[config.mk]
export PLATFORM = sky130hd
export DESIGN_NAME = unique_key_fifo_unit
export DESIGN_NICKNAME = d
export VERILOG_FILES = /design/src/rtl/ukf_pkg.sv /design/src/rtl/ukf_ram.sv /design/src/rtl/ukf_ctrl.sv /design/src/rtl/ukf_dp.sv /design/src/rtl/unique_key_fifo_unit.sv
export VERILOG_INCLUDE_DIRS = /design/src /design/src/rtl
export SDC_FILE = /design/constraint.sdc
export NUM_CORES = 1
export LEC_CHECK = 0
export BUFFER_PORTS_ARGS = -buffer_cell sky130_fd_sc_hd__buf_2
export CORE_MARGIN = 2
export CORE_UTILIZATION = 60
export DETAILED_ROUTE_END_ITERATION = 10
export PLACE_DENSITY = 0.75
export SYNTH_ARGS = -nofsm -noshare
export SYNTH_HDL_FRONTEND = slang
export SYNTH_SLANG_ARGS = --single-unit
[constraint.sdc]
create_clock -name clk -period 5.95 [get_ports clk]
set_input_delay 1.785 -clock clk [delete_from_list [all_inputs] [get_ports clk]]
set_output_delay 1.785 -clock clk [all_outputs]
set_load 0.02 [all_outputs]
[src/rtl/unique_key_fifo_unit_macros.svh]
// assertion macros shared by the unique key fifo rtl
// no dependencies; included by the files that carry assertions
`ifndef UNIQUE_KEY_FIFO_UNIT_MACROS_SVH
`define UNIQUE_KEY_FIFO_UNIT_MACROS_SVH

`ifndef SYNTHESIS

// property checked at every clock edge outside reset
`define UKF_ASSERT(lbl, clk, rstn, prop, msg) \
  lbl: assert property (@(posedge clk) disable iff (!rstn) (prop)) else $error(msg);

// consequence expected in the cycle after the trigger
`define UKF_ASSERT_NEXT(lbl, clk, rstn, ante, cons, msg) \
  lbl: assert property (@(posedge clk) disable iff (!rstn) (ante) |=> (cons)) else $error(msg);

`else

`define UKF_ASSERT(lbl, clk, rstn, prop, msg)
`define UKF_ASSERT_NEXT(lbl, clk, rstn, ante, cons, msg)

`endif

`endif

[src/rtl/ukf_pkg.sv]
// shared types and codes of the unique key fifo
// no dependencies
package ukf_pkg;

  localparam int KEY_W = 32;
  localparam int POS_W = 5;
  localparam int CNT_W = 5;
  localparam int ST_W  = 3;

  localparam logic [1:0] FUNC_ENQ  = 2'd0;
  localparam logic [1:0] FUNC_DEQ  = 2'd1;
  localparam logic [1:0] FUNC_PEEK = 2'd2;

  localparam logic [ST_W-1:0] ST_OK    = 3'd0;
  localparam logic [ST_W-1:0] ST_DUP   = 3'd1;
  localparam logic [ST_W-1:0] ST_FULL  = 3'd2;
  localparam logic [ST_W-1:0] ST_EMPTY = 3'd3;
  localparam logic [ST_W-1:0] ST_RANGE = 3'd4;

  typedef struct packed {
    logic [1:0]              func;
    logic signed [KEY_W-1:0] key;
    logic signed [KEY_W-1:0] value;
    logic [POS_W-1:0]        position;
  } in_item_t;

  typedef struct packed {
    logic [ST_W-1:0]         status;
    logic signed [KEY_W-1:0] key_out;
    logic signed [KEY_W-1:0] value_out;
    logic [CNT_W-1:0]        count;
  } out_item_t;

  // controller to datapath
  typedef struct packed {
    logic            load;
    logic            scan_init;
    logic            scan_issue;
    logic            rd_issue;
    logic            finish;
    logic [ST_W-1:0] fin_status;
    logic            wr_enq;
    logic            pop;
    logic            take_key;
    logic            take_value;
  } ctl_cmd_t;

  // datapath to controller
  typedef struct packed {
    logic [1:0] func;
    logic       full;
    logic       empty;
    logic       range_err;
    logic       key_hit;
    logic       scan_done;
  } dp_stat_t;

endpackage

[src/rtl/ukf_ram.sv]
// generic single write port, single read port ram with registered read
// no dependencies
module ukf_ram #(
  parameter int WIDTH = 64,
  parameter int DEPTH = 16
) (
  input  logic                                   clk,
  input  logic                                   we,
  input  logic [((DEPTH > 1) ? $clog2(DEPTH) : 1)-1:0] waddr,
  input  logic [WIDTH-1:0]                       wdata,
  input  logic [((DEPTH > 1) ? $clog2(DEPTH) : 1)-1:0] raddr,
  output logic [WIDTH-1:0]                       rdata
);

  logic [WIDTH-1:0] mem [DEPTH];

  always_ff @(posedge clk) begin
    if (we) begin
      mem[waddr] <= wdata;
    end
    rdata <= mem[raddr];
  end

endmodule

[src/rtl/ukf_ctrl.sv]
// sequencing state machine of the unique key fifo
// depends on ukf_pkg
module ukf_ctrl (
  input  logic              clk,
  input  logic              rst_n,
  input  logic              start,
  input  ukf_pkg::dp_stat_t stat_i,
  output ukf_pkg::ctl_cmd_t cmd_o,
  output logic              busy
);

  import ukf_pkg::*;

  typedef enum logic [3:0] {
    S_IDLE   = 4'b0001,
    S_DECIDE = 4'b0010,
    S_SCAN   = 4'b0100,
    S_RDWAIT = 4'b1000
  } state_t;

  state_t state_r, state_nxt;

  always_ff @(posedge clk) begin
    if (!rst_n) begin
      state_r <= S_IDLE;
    end else begin
      state_r <= state_nxt;
    end
  end

  always_comb begin
    cmd_o     = '0;
    state_nxt = state_r;
    case (state_r)
      S_IDLE: begin
        if (start) begin
          cmd_o.load = 1'b1;
          state_nxt  = S_DECIDE;
        end
      end
      S_DECIDE: begin
        case (stat_i.func)
          FUNC_ENQ: begin
            if (stat_i.full) begin
              cmd_o.finish     = 1'b1;
              cmd_o.fin_status = ST_FULL;
              state_nxt        = S_IDLE;
            end else begin
              cmd_o.scan_init = 1'b1;
              state_nxt       = S_SCAN;
            end
          end
          FUNC_DEQ: begin
            if (stat_i.empty) begin
              cmd_o.finish     = 1'b1;
              cmd_o.fin_status = ST_EMPTY;
              state_nxt        = S_IDLE;
            end else begin
              cmd_o.rd_issue = 1'b1;
              state_nxt      = S_RDWAIT;
            end
          end
          FUNC_PEEK: begin
            if (stat_i.range_err) begin
              cmd_o.finish     = 1'b1;
              cmd_o.fin_status = ST_RANGE;
              state_nxt        = S_IDLE;
            end else begin
              cmd_o.rd_issue = 1'b1;
              state_nxt      = S_RDWAIT;
            end
          end
          default: begin
            // unused code: plain ok with no change
            cmd_o.finish     = 1'b1;
            cmd_o.fin_status = ST_OK;
            state_nxt        = S_IDLE;
          end
        endcase
      end
      S_SCAN: begin
        if (stat_i.key_hit) begin
          cmd_o.finish     = 1'b1;
          cmd_o.fin_status = ST_DUP;
          state_nxt        = S_IDLE;
        end else if (stat_i.scan_done) begin
          cmd_o.finish     = 1'b1;
          cmd_o.fin_status = ST_OK;
          cmd_o.wr_enq     = 1'b1;
          state_nxt        = S_IDLE;
        end else begin
          cmd_o.scan_issue = 1'b1;
        end
      end
      S_RDWAIT: begin
        cmd_o.finish     = 1'b1;
        cmd_o.fin_status = ST_OK;
        cmd_o.take_key   = 1'b1;
        if (stat_i.func == FUNC_DEQ) begin
          cmd_o.pop = 1'b1;
        end else begin
          cmd_o.take_value = 1'b1;
        end
        state_nxt = S_IDLE;
      end
      default: begin
        state_nxt = S_IDLE;
      end
    endcase
  end

  assign busy = (state_r != S_IDLE);

endmodule

[src/rtl/ukf_dp.sv]
// datapath of the unique key fifo: item register, ring pointers, store, result register
// depends on ukf_pkg, ukf_ram and unique_key_fifo_unit_macros.svh
`include "unique_key_fifo_unit_macros.svh"

module ukf_dp #(
  parameter int DEPTH = 16
) (
  input  logic               clk,
  input  logic               rst_n,
  input  ukf_pkg::in_item_t  in_item,
  input  ukf_pkg::ctl_cmd_t  cmd_i,
  output ukf_pkg::dp_stat_t  stat_o,
  output logic               out_valid,
  output ukf_pkg::out_item_t out_item
);

  import ukf_pkg::*;

  localparam int AW   = (DEPTH > 1) ? $clog2(DEPTH) : 1;
  localparam int CW   = $clog2(DEPTH + 1);
  localparam int CMPW = (CW > POS_W) ? CW : POS_W;

  in_item_t             item_r;
  logic [AW-1:0]        head_r, head_nxt;
  logic [CW-1:0]        count_r, count_nxt;
  logic [CW-1:0]        rd_idx_r;
  logic                 cmp_valid_r;
  logic                 out_valid_r;
  out_item_t            out_item_r;

  logic [POS_W-1:0]     peek_idx;
  logic [CW-1:0]        rd_off;
  logic [AW-1:0]        raddr, waddr;
  logic [2*KEY_W-1:0]   rdata;
  logic signed [KEY_W-1:0] rd_key, rd_value;

  // ring slot of an offset from head; sum stays below twice the depth
  function automatic logic [AW-1:0] slot_of(input logic [AW-1:0] head,
                                            input logic [CW-1:0] off);
    logic [CW:0] sum;
    sum = (CW+1)'(head) + (CW+1)'(off);
    if (sum >= (CW+1)'(DEPTH)) begin
      sum = sum - (CW+1)'(DEPTH);
    end
    return sum[AW-1:0];
  endfunction

  assign peek_idx = (item_r.position == '0) ? '0 : item_r.position - POS_W'(1);

  always_comb begin
    if (cmd_i.scan_issue) begin
      rd_off = rd_idx_r;
    end else if (cmd_i.rd_issue && item_r.func == FUNC_PEEK) begin
      // only used when in range, so the index fits the count width
      rd_off = CW'(peek_idx);
    end else begin
      rd_off = '0;
    end
  end

  assign raddr = slot_of(head_r, rd_off);
  assign waddr = slot_of(head_r, count_r);

  ukf_ram #(
    .WIDTH(2 * KEY_W),
    .DEPTH(DEPTH)
  ) u_ram (
    .clk   (clk),
    .we    (cmd_i.wr_enq),
    .waddr (waddr),
    .wdata ({item_r.key, item_r.value}),
    .raddr (raddr),
    .rdata (rdata)
  );

  assign rd_key   = rdata[2*KEY_W-1:KEY_W];
  assign rd_value = rdata[KEY_W-1:0];

  always_comb begin
    stat_o.func      = item_r.func;
    stat_o.full      = (count_r == CW'(DEPTH));
    stat_o.empty     = (count_r == '0);
    stat_o.range_err = (CMPW'(peek_idx) >= CMPW'(count_r));
    stat_o.key_hit   = cmp_valid_r && (rd_key == item_r.key);
    stat_o.scan_done = (rd_idx_r == count_r);
  end

  always_comb begin
    head_nxt  = head_r;
    count_nxt = count_r;
    if (cmd_i.wr_enq) begin
      count_nxt = count_r + CW'(1);
    end else if (cmd_i.pop) begin
      count_nxt = count_r - CW'(1);
      head_nxt  = (head_r == AW'(DEPTH - 1)) ? '0 : head_r + AW'(1);
    end
  end

  always_ff @(posedge clk) begin
    if (!rst_n) begin
      head_r      <= '0;
      count_r     <= '0;
      rd_idx_r    <= '0;
      cmp_valid_r <= 1'b0;
      out_valid_r <= 1'b0;
    end else begin
      head_r      <= head_nxt;
      count_r     <= count_nxt;
      out_valid_r <= cmd_i.finish;
      if (cmd_i.scan_init) begin
        rd_idx_r    <= '0;
        cmp_valid_r <= 1'b0;
      end else if (cmd_i.scan_issue) begin
        rd_idx_r    <= rd_idx_r + CW'(1);
        cmp_valid_r <= 1'b1;
      end
    end
  end

  always_ff @(posedge clk) begin
    if (cmd_i.load) begin
      item_r <= in_item;
    end
    if (cmd_i.finish) begin
      out_item_r.status    <= cmd_i.fin_status;
      out_item_r.key_out   <= cmd_i.take_key ? rd_key : '0;
      out_item_r.value_out <= cmd_i.take_value ? rd_value : '0;
      out_item_r.count     <= CNT_W'(count_nxt);
    end
  end

  assign out_valid = out_valid_r;
  assign out_item  = out_item_r;

  `UKF_ASSERT(a_count_bound, clk, rst_n, count_r <= CW'(DEPTH), "entry count above depth")
  `UKF_ASSERT(a_pop_nonempty, clk, rst_n, !(cmd_i.pop && stat_o.empty), "pop of empty store")
  `UKF_ASSERT_NEXT(a_enq_grows, clk, rst_n, cmd_i.wr_enq, count_r == $past(count_r) + CW'(1), "enqueue did not grow count")

endmodule

[src/rtl/unique_key_fifo_unit.sv]
// top level of the unique key fifo: fifo of key/value pairs with unique keys
// depends on ukf_pkg, ukf_ctrl, ukf_dp and unique_key_fifo_unit_macros.svh
//
// usage:
//   drive in_item and raise start; the item is taken at an edge where busy is low.
//   func selects enqueue, dequeue of the head, or peek at a position from the head.
//   exactly one result per item: out_valid is high for one cycle with out_item,
//   which carries status, key_out, value_out and the count after the item.
// sequence, from the accepting edge until busy falls:
//   enqueue: a decide state, then the duplicate scan, which reads one stored
//   key per cycle through the single read port of the store
//   dequeue and peek: a decide state, then one registered store read
//   full, empty, out of range and the unused code: the decide state alone
//   out_valid rises on the edge at which busy falls.
// reset (rst_n low, synchronous) empties the store; stored data is not cleared.
// the receiver cannot stall: each result must be taken in its strobe cycle.
`include "unique_key_fifo_unit_macros.svh"

module unique_key_fifo_unit #(
  parameter int DEPTH = 16
) (
  input  logic               clk,
  input  logic               rst_n,
  input  logic               start,
  output logic               busy,
  input  ukf_pkg::in_item_t  in_item,
  output logic               out_valid,
  output ukf_pkg::out_item_t out_item
);

  import ukf_pkg::*;

  ctl_cmd_t cmd;
  dp_stat_t stat;

  ukf_ctrl u_ctrl (
    .clk    (clk),
    .rst_n  (rst_n),
    .start  (start),
    .stat_i (stat),
    .cmd_o  (cmd),
    .busy   (busy)
  );

  ukf_dp #(
    .DEPTH(DEPTH)
  ) u_dp (
    .clk       (clk),
    .rst_n     (rst_n),
    .in_item   (in_item),
    .cmd_i     (cmd),
    .stat_o    (stat),
    .out_valid (out_valid),
    .out_item  (out_item)
  );

  `UKF_ASSERT_NEXT(a_accept_busy, clk, rst_n, start && !busy, busy, "accepted item did not raise busy")
  `UKF_ASSERT_NEXT(a_single_strobe, clk, rst_n, out_valid, !out_valid, "result strobe longer than one cycle")

endmodule
==> impl_metrics.ini, run 1 <==
[outcome]
outcome = finished, final reports clean

[power]
internal-power_mw = 14.1
leakagePower_nw = 18.3
powerDensity_nw_per_um2 = 326
power.share.clock = 0.432
p_comb_frac = 0.008
switching_share = 0.193
power.net_switching_mw = 3.39
p_total_mw = 17.5
ir_worst_vdd_mv = 0.222
sequentialPowerShare = 0.560

[logic_synthesis]
yosysTopAreaCellShare = 0.745
postSynth.topFlopCell = edfxtp_1
syn_area_um2 = 47000
synthDistinctLibCells = 56
synth.avg_cell_area_um2 = 22.5
post-synth-top-area-cell = edfxtp_1
synthesis.nets = 2190
synth.most_common_cell = edfxtp_1
synthCells = 2094
async_reset_ff_frac = 0
yosys-top-cells-count = edfxtp_1, mux4_2, mux2i_1
yosysWarnings = 0
seq_area_frac_synth = 0.781
netlist_top_cells_area = edfxtp_1, mux4_2, mux2i_1
yosys_register_bits = 1251
synth_edf_count = 1167

[cells_and_area]
stdcell_area_um2 = 53600
layout.nets = 2435
drive_gt1_frac = 0.281
filler_cell_count = 4622
areaGrowthSynthToFinish_pct = 14.0
stdcell_count = 3481
n_antenna_cell = 0

[detailed_routing]
total_routed_wire_length_on_the_met1_layer_mm = 40.8
met3RoutedLength_mm = 8.33
ant_nets = 0
viasPerCell = 6.28
route.detailed.wl_per_inst_um = 29.4
routed_wl_mm = 102
initialDrtViolationCount = 2619
detailedRoute.firstPassIterationCount = 5
top_layer = met4
met2_wire_length_mm = 50.0
post-route-drc-count = 0
via_count = 21866

[floorplanning]
core_region_area_um2 = 77600
dieHeight_um = 284
io-pin-count = 148
fp-row-count = 102
die_width_um = 284
start_util = 0.606
fp.dieArea_um2 = 80700

[global_route]
antenna_violations_before_repair = 0
grt_pass1_wl_mm = 150
grt_remaining_overflow = 0
maximum_number_of_pins_on_one_net_before_global_route_repair = 61
grt_usage = 0.258
first_global_vias = 22442

[cts]
clock_tree.htree_level_count = 3
cts.sinks = 1251
postCtsHoldBufs = 0
cts_made_buffers = 119
insertion_delay_ns = 0.69
cts-root-to-sink-buffers = 3
post-cts-setup-buffer-count = 0
clk_transition_reported_paths_ns = 0.06
ctsResizeCount = 0
cts_root_buffer = clkbuf_16
tritoncts = built

[worst_setup_path]
crit_type = flip-flop to flip-flop
worst-path-max-fanout = 54
critical_path_endpoint_category = flip-flop
start_kind = flip-flop
crit_slowest_cell = fa_4
critical-path-top-cell-by-count = inv_1
crit_path_max_incr_delay_ns = 1.10
timing.critical_path.required_ns = 6.48
arrival_ns = 5.89
path_cells = inv_1 -> ha_1 -> inv_1 -> nor4_1 -> nor2_1 -> inv_1 -> ha_1 -> nand2b_4 -> a2111oi_4 -> o31ai_2 -> a211oi_4 -> a22o_2 -> ha_4 -> inv_1 -> fa_4 -> buf_12 -> mux4_2 -> mux2i_1 -> mux2i_1

[placed_design]
placement.cell_area_um2 = 49700
placed_cells_incl_taps = 3258
routabilityCongestion = 0.819
dp_hpwl_mm = 52.7
port-buffer-count = 147

[timing]
post-route-period-util = 0.902
setup-violations-final = 0
max_freq_mhz = 186
final_period_minus_worst_setup_slack_ns = 5.37
worstMarginPinSlew_ns = 1.15
setup_total_negative_slack_ns = 0
timing.max_slew.rel_slack = 0.233
skew_ns = 0.0355
grt_setup_unrepaired = false
finalMaxSlewViolations = 0
finalHoldWorstSlack_ns = 0.501
report.final.hold_viol_count = 0

[job]
max_capacitance_violation_total = 0

[worst_hold_path]
worstHoldPathType = flip-flop to flip-flop
## sequential cells by signal, indices dropped and copies added, names as in the netlist
signal	count
u_dp.u_ram.mem	1024
u_dp.out_item	72
u_dp.item_r	69
u_dp.u_ram.rdata	64
u_dp.count_r	5
u_dp.rd_idx_r	5
u_ctrl.state_r	4
u_dp.head_r	4
u_dp.stat_o	2
u_dp.cmp_valid_r	1
u_dp.out_valid	1
## final timing paths
check,start,endpoint,slack (ns),cells after the start
worst max-delay path,u_dp.item_r[0],u_dp.u_ram.rdata[25],0.58,19
worst min-delay path,u_dp.u_ram.rdata[26],u_dp.out_item[31],0.50,1
worst max register to register,u_dp.item_r[0],u_dp.u_ram.rdata[25],0.58,19
worst min register to register,u_dp.u_ram.rdata[26],u_dp.out_item[31],0.50,1
## layout by cell type (no fill, tap or decap), types with 3 or more instances in the layout
master | netlist | final
a22o_2 | 3 | 3
nor2_4 | 0 | 16
nand2_1 | 15 | 15
or3_1 | 3 | 3
nor2_1 | 35 | 19
dfxtp_1 | 84 | 84
buf_12 | 6 | 30
edfxtp_1 | 1167 | 1167
clkbuf_16 | 0 | 123
xnor2_1 | 32 | 32
inv_4 | 0 | 4
buf_2 | 12 | 147
xor2_1 | 22 | 21
a21oi_1 | 6 | 6
o21ai_1 | 5 | 5
inv_1 | 18 | 17
and2_1 | 73 | 73
nor3_1 | 3 | 3
clkbuf_8 | 0 | 11
mux4_2 | 256 | 256
mux2i_1 | 195 | 195
clkinv_2 | 0 | 26
ha_1 | 20 | 19
a31oi_1 | 3 | 3
clkbuf_1 | 59 | 24
nor4_1 | 6 | 6
clkinv_1 | 0 | 19
nand4_1 | 8 | 8
buf_4 | 0 | 36
bufinv_16 | 0 | 11
nand3_1 | 6 | 6
o21ai_0 | 5 | 5
## critical path, delay by kind of cell (launching register included)
family,cells,cell delay (ns)
AOI/OAI and AO/OA,4,1.13
adders and majority gates,4,1.63
buffers and inverters,5,0.66
DFF,1,0.42
muxes,3,0.69
and+or+nand+nor,3,0.61
## final cells by class
cell class	count	area, um2	share of cell area
sequential	1251	36700	0.685
multi-input combinational	735	9980	0.186
clock buffer	158	3320	0.0619
timing repair buffer	213	1610	0.0300
tap	1040	1300	0.0243
clock inverter	65	619	0.0116
inverter	19	73.8	0.00138
## power by group through the flow
stage / registers (mW) / clock network (mW) / logic (mW)
after floorplan: 9.94 / 0 / 0.0635
after global placement: 9.97 / 0 / 0.141
after detailed placement: 9.99 / 0 / 0.143
after CTS: 9.80 / 7.64 / 0.144
after global routing: 9.81 / 8.00 / 0.152
final: 9.80 / 7.56 / 0.143
## per-stage QoR
stage,setup WS [ns],util
finish,0.584,0.691
global route,0.187,0.691
CTS,0.606,0.691
detailed placement,0.659,0.640
global placement,0.803,0.640
floorplan,0.991,-
## layer usage
metal	vias up	global-route usage
li1	9114	-
met1	11554	0.363
met2	1038	0.412
met3	160	0.0485
met4	0	0.0899
met5	-	0
## cells by family (layout without fill, tap and decap cells)
logic type,after synthesis,count (layout),share of synthesized area
AND/OR/NAND/NOR,168,168,0.0202
AO/OA/AOI/OAI,38,38,0.00668
adder cells (fa/ha/maj),22,22,0.00617
buffers and inverters,108,455,0.0110
flip-flops,1251,1251,0.781
multiplexers,452,452,0.165
XOR/XNOR,55,55,0.0106
(Power assumes the default switching activity.)
==> inputs of run 2 (changes only) <==
--- a/config.mk
+++ b/config.mk
@@ -6,6 +6,7 @@
 export SDC_FILE = /design/constraint.sdc
 export NUM_CORES = 1
 export LEC_CHECK = 0
+export ABC_AREA = 0
 export BUFFER_PORTS_ARGS = -buffer_cell sky130_fd_sc_hd__buf_2
 export CORE_MARGIN = 2
 export CORE_UTILIZATION = 60
==> constraint.sdc (replaced) <==
create_clock -name clk -period 5.4 [get_ports clk]
set_input_delay 1.62 -clock clk [delete_from_list [all_inputs] [get_ports clk]]
set_output_delay 1.62 -clock clk [all_outputs]
set_load 0.02 [all_outputs]
==> run 2 against run 1 <==
Net effect:
- critical path depth up 1
- clock skew fell by 0.0041 ns
- fmax is 6.0% higher
- via count is 0.69% lower
- final cell count stayed put
- utilization is 0.095 points lower
- register-to-register slack got worse by 0.25 ns
==> impl_metrics.ini, run 2 (same netlist as run 1, synthesis figures left out) <==
[outcome]
outcome = finished, final reports clean

[worst_setup_path]
critical_path_endpoint_category = flip-flop
crit_type = flip-flop to flip-flop
start_kind = flip-flop
worst-path-max-fanout = 28
arrival_ns = 5.59
timing.critical_path.required_ns = 5.93

[cts]
cts_root_buffer = clkbuf_16
cts.sinks = 1251
tritoncts = built
insertion_delay_ns = 0.68
clk_transition_reported_paths_ns = 0.06
cts-root-to-sink-buffers = 3
cts_made_buffers = 116
post-cts-setup-buffer-count = 0
clock_tree.htree_level_count = 3

[timing]
final_period_minus_worst_setup_slack_ns = 5.06
finalMaxSlewViolations = 0
setup-violations-final = 0
post-route-period-util = 0.938
timing.max_slew.rel_slack = 0.282
skew_ns = 0.0313
worstMarginPinSlew_ns = 1.08
report.final.hold_viol_count = 0
setup_total_negative_slack_ns = 0
grt_setup_unrepaired = false
max_freq_mhz = 198

[cells_and_area]
areaGrowthSynthToFinish_pct = 13.8
layout.core_utilization = 0.690
layout.nets = 2436
layout.cells.most_common_list = edfxtp_1, mux4_2, mux2i_1
mostFrequentLayoutCell = edfxtp_1
top_register = u_dp.u_ram.mem
filler_cell_count = 4684
largest_register_ffs = 1024
drive_gt1_frac = 0.284
stdcell_area_um2 = 53500

[detailed_routing]
route.detailed.wl_per_inst_um = 28.4
initialDrtViolationCount = 2428
post-route-drc-count = 0
detailedRoute.firstPassIterationCount = 5
via_count = 21715
ant_nets = 0
viasPerCell = 6.24
routed_wl_mm = 99.0

[placed_design]
placement.cell_area_um2 = 49700
routabilityCongestion = 0.796
dp_hpwl_mm = 51.2
port-buffer-count = 147

[job]
max_capacitance_violation_total = 0

[floorplanning]
core_region_area_um2 = 77600
dieHeight_um = 284
die_width_um = 284
io-pin-count = 148
fp-row-count = 102
fp.dieArea_um2 = 80700
start_util = 0.606

[power]
internal-power_mw = 15.4
power.share.clock = 0.426
power.net_switching_mw = 3.67
powerDensity_nw_per_um2 = 356
switching_share = 0.193
leakagePower_nw = 18.3
ir_worst_vdd_mv = 0.264
sequentialPowerShare = 0.566
p_comb_frac = 0.008

[global_route]
grt_pass1_wl_mm = 145
grt_usage = 0.248
maximum_number_of_pins_on_one_net_before_global_route_repair = 57
grt_remaining_overflow = 0
first_global_vias = 22461
antenna_violations_before_repair = 5

[worst_hold_path]
worstHoldPathType = flip-flop to flip-flop
[run 2: changes by cell type in the layout (fill, tap and decap cells not counted), sizes merged]
cell,before,now
clkbuf,158,149
buf,213,217
inv,24,22
clkinv,47,52
bufinv,11,12
diode,0,1
[run 2: critical path, stage by stage, from the launching register on]
cell and delay (ns):
edfxtp_1 0.42, inv_1 0.08, ha_1 0.19, inv_1 0.08, nor4_2 0.23, nor2_1 0.13, inv_1 0.08, ha_1 0.21
nand2b_4 0.14, a2111oi_4 0.34, o31ai_2 0.17, a211oi_4 0.37, a22o_2 0.24, ha_4 0.13, inv_1 0.06, fa_4 0.87
buf_12 0.24, buf_12 0.24, mux4_2 0.34, mux2i_1 0.20, mux2i_1 0.13
[run 2: cell type report]
type / count / area (um2) / share of cell area
sequential: 1251 / 36700 / 0.686
antenna: 1 / 2.50 / 0.0000467
multi-input combinational: 735 / 9980 / 0.186
tap: 1040 / 1300 / 0.0243
clock inverter: 69 / 687 / 0.0128
inverter: 19 / 73.8 / 0.00138
clock buffer: 149 / 3140 / 0.0586
timing repair buffer: 217 / 1640 / 0.0306
[run 2: layer usage]
metal	wire length (um)	track usage	vias up
met4	2570	0.0755	4
met1	39400	0.345	11494
li1	-	-	9105
met5	27	0	-
met2	49100	0.406	968
met3	7930	0.0471	144
[run 2: worst paths after layout]
check	startpoint	endpoint	slack [ns]	cells after the start
max	u_dp.item_r[0]	u_dp.u_ram.rdata[22]	0.34	20
min	u_dp.u_ram.rdata[0]	u_dp.out_item[5]	0.51	1
max reg2reg	u_dp.item_r[0]	u_dp.u_ram.rdata[22]	0.34	20
min reg2reg	u_dp.u_ram.rdata[0]	u_dp.out_item[5]	0.51	1
[run 2: power by group through the flow]
stage	clock network [mW]	registers [mW]	logic [mW]
after CTS	8.23	10.8	0.158
after floorplan	0	11.0	0.0700
after global placement	0	11.0	0.154
final	8.12	10.8	0.156
after detailed placement	0	11.0	0.157
after global routing	8.60	10.8	0.167
[run 2: what timing repair did]
item / CTS / global route
endpoints found under the hold margin: 0 / 0
hold buffers: 0 / 0
gates resized for setup: 0 / 1
endpoints found under the setup margin: 0 / 35
[run 2: per-stage QoR]
| step | setup WS (ns) | hold WS, ns | total power, mW | instances |
|---|---|---|---|---|
| final | 0.337 | 0.506 | 19.1 | 3481 |
| after global routing | 0.0596 | 0.535 | 19.6 | 3480 |
| after CTS | 0.195 | 0.512 | 19.2 | 3480 |
| after detailed placement | 0.281 | 0.493 | 11.2 | 3262 |
| after global placement | 0.361 | 0.495 | 11.1 | 3262 |
| after floorplan | 0.441 | 0.447 | 11.0 | 2094 |
==> inputs of run 3 (changes only) <==
--- a/config.mk
+++ b/config.mk
@@ -7,11 +7,11 @@
 export NUM_CORES = 1
 export LEC_CHECK = 0
 export ABC_AREA = 0
-export BUFFER_PORTS_ARGS = -buffer_cell sky130_fd_sc_hd__buf_2
 export CORE_MARGIN = 2
 export CORE_UTILIZATION = 60
 export DETAILED_ROUTE_END_ITERATION = 10
-export PLACE_DENSITY = 0.75
+export DONT_BUFFER_PORTS = 1
+export PLACE_DENSITY = 0.74
 export SYNTH_ARGS = -nofsm -noshare
 export SYNTH_HDL_FRONTEND = slang
 export SYNTH_SLANG_ARGS = --single-unit
==> run 3 against run 2 <==
Net effect:
- total power is 0.35% lower
- global-route usage up 0.29 points
- critical path depth stayed put
- clock-buffer cell count grew 9
- final cell count decreased by 3.5%
- fmax down 0.37%
- utilization down 0.74 points
- first-iteration DRC count is 6.2% lower
- worst setup slack worse by 0.019 ns
- non-clock buffer count decreased by 129
- sequential power about the same
- largest power group unchanged
==> impl_metrics.ini, run 3 (same netlist as run 1, synthesis figures left out) <==
[floorplanning]
die_width_um = 284
start_util = 0.606
fp.dieArea_um2 = 80700
io-pin-count = 148
fp-row-count = 102
dieHeight_um = 284
core_region_area_um2 = 77600

[detailed_routing]
detailedRoute.firstPassIterationCount = 5
viasPerCell = 6.35
initialDrtViolationCount = 2278
post-route-drc-count = 0
routed_wl_mm = 99.7
via_count = 21313
route.detailed.wl_per_inst_um = 29.7
ant_nets = 0

[cells_and_area]
drive_gt1_frac = 0.241
top_register = u_dp.u_ram.mem
stdcell_area_um2 = 53000
mostFrequentLayoutCell = edfxtp_1
layout.nets = 2309
areaGrowthSynthToFinish_pct = 12.6
layout.cells.most_common_list = edfxtp_1, mux4_2, mux2i_1
layout.core_utilization = 0.683
stdcell_count = 3359
largest_register_ffs = 1024

[global_route]
global_route.usage.met2 = 0.414
maximum_number_of_pins_on_one_net_before_global_route_repair = 57
grt_pass1_wl_mm = 147
antenna_violations_before_repair = 9
grt_util_met3 = 0.0477
global_route.peak_usage_layer = met2
first_global_vias = 22139
grt_usage = 0.251
grt_remaining_overflow = 0
gr_met1_demand_resource = 0.347

[timing]
report.final.hold_viol_count = 0
post-route-period-util = 0.941
final_period_minus_worst_setup_slack_ns = 5.08
setup_total_negative_slack_ns = 0
grt_setup_unrepaired = false
skew_ns = 0.0395
finalMaxSlewViolations = 0
worstMarginPinSlew_ns = 0.995
fin_ws_ns = 0.318
timing.max_slew.rel_slack = 0.337
setup-violations-final = 0
max_freq_mhz = 197

[power]
leakagePower_nw = 17.7
powerDensity_nw_per_um2 = 359
ir_worst_vdd_mv = 0.285

[placed_design]
port-buffer-count = 0
placement.cell_area_um2 = 49100
worst_slack_after_detailed_placement_ns = 0.194
routabilityCongestion = 0.813
dp_hpwl_mm = 51.9
placed_cells_incl_taps = 3125

[worst_hold_path]
worst_hold_startpoint = u_dp.u_ram.rdata[3]
worstHoldPathType = flip-flop to flip-flop
whs_path_depth = 1
min_to = u_dp.out_item[8]

[outcome]
outcome = finished, final reports clean

[cts]
insertion_delay_ns = 0.68
postCtsHoldBufs = 0
cts-root-to-sink-buffers = 3
clock_tree.htree_level_count = 3
cts_root_buffer = clkbuf_16
cts_made_buffers = 118
tritoncts = built
cts.sinks = 1251
clk_transition_reported_paths_ns = 0.06

[worst_setup_path]
timing.critical_path.required_ns = 5.93
arrival_ns = 5.62
worst-path-max-fanout = 32
timing.rr.end = u_dp.u_ram.rdata[2]
rr_startpoint = u_dp.item_r[0]
worst-path-buf-inv = 6
start_kind = flip-flop
crit_type = flip-flop to flip-flop
critical_path.top_delay_family = adder cells
path_cells = inv_1 -> ha_1 -> inv_1 -> nor4_2 -> nor2_1 -> inv_1 -> ha_1 -> nand2b_4 -> a2111oi_4 -> o31ai_2 -> a211oi_4 -> a22o_2 -> ha_4 -> inv_1 -> fa_4 -> buf_12 -> buf_12 -> mux4_2 -> mux2i_1 -> mux2i_1
r2r_slack_ns = 0.32
crit_path_max_incr_delay_ns = 0.89
timing.reg2reg.worst_path_depth = 20
crit_slowest_cell = fa_4
critical_path_endpoint_category = flip-flop
critical-path-top-cell-by-count = inv_1

[job]
max_capacitance_violation_total = 0
## run 3: cell types whose count changed in the layout (fill, tap and decap cells not counted), moves of 3 or more
cell	before	now
clkbuf_8	7	11
diode_2	1	4
clkinv_2	33	23
clkinv_1	13	18
clkbuf_1	24	29
buf_2	147	0
clkinv_4	5	2
clkinvlp_4	2	7
buf_4	40	56
## run 3: layer usage
metal	vias up	routed length (um)
met5	-	82
met4	12	2200
met3	165	7820
met2	994	50500
met1	11278	39100
li1	8864	-
## run 3: stage by stage
| stage | total power, mW | hold slack (ns) |
|---|---|---|
| 2_1_floorplan | 11.0 | 0.447 |
| 3_3_place_gp | 11.1 | 0.488 |
| 3_5_place_dp | 11.1 | 0.490 |
| 4_1_cts | 19.1 | 0.511 |
| 5_1_grt | 19.5 | 0.529 |
| 6_report | 19.0 | 0.506 |
## run 3: worst max path at each step
stage | cells past startpoint | from | endpoint | slack, ns
floorplan | 7 | u_dp.item_r[51] | u_dp.u_ram.mem[1][0] | 0.44
global placement | 18 | u_dp.item_r[0] | u_dp.u_ram.rdata[24] | 0.28
detailed placement | 19 | u_dp.item_r[0] | u_dp.u_ram.rdata[2] | 0.19
CTS | 19 | u_dp.item_r[0] | u_dp.u_ram.rdata[2] | 0.19
global route | 20 | u_dp.item_r[0] | u_dp.u_ram.rdata[2] | 0.05
finish | 20 | u_dp.item_r[0] | u_dp.u_ram.rdata[2] | 0.32
## run 3: power breakdown
group | internal [mW] | switching [mW]
sequential | 10.7 | 0.133
clock | 4.65 | 3.43
combinational | 0.0378 | 0.0924
total | 15.3 | 3.66
## run 3: what timing repair did
item / in CTS / in global routing
buffers inserted: 0 / 8
endpoints found under the setup margin: 0 / 19
resized for setup: 0 / 1
## run 3: final cells by class
cell class                 instances  area (um2)
antenna                            4        10.0
clock buffer                     158        3210
clock inverter                    64         609
fill                            4736       24600
inverter                          19        73.8
multi-input combinational        735        9980
sequential                      1251       36700
tap                             1040        1300
timing repair buffer              88        1060
## run 3: worst reg2reg max path, cell delays in order (launching register included)
cell and delay (ns):
edfxtp_1 0.42, inv_1 0.08, ha_1 0.18, inv_1 0.08
nor4_2 0.22, nor2_1 0.10, inv_1 0.08, ha_1 0.22
nand2b_4 0.15, a2111oi_4 0.35, o31ai_2 0.18, a211oi_4 0.39
a22o_2 0.24, ha_4 0.13, inv_1 0.05, fa_4 0.89
buf_12 0.26, buf_12 0.26, mux4_2 0.33, mux2i_1 0.22
mux2i_1 0.12
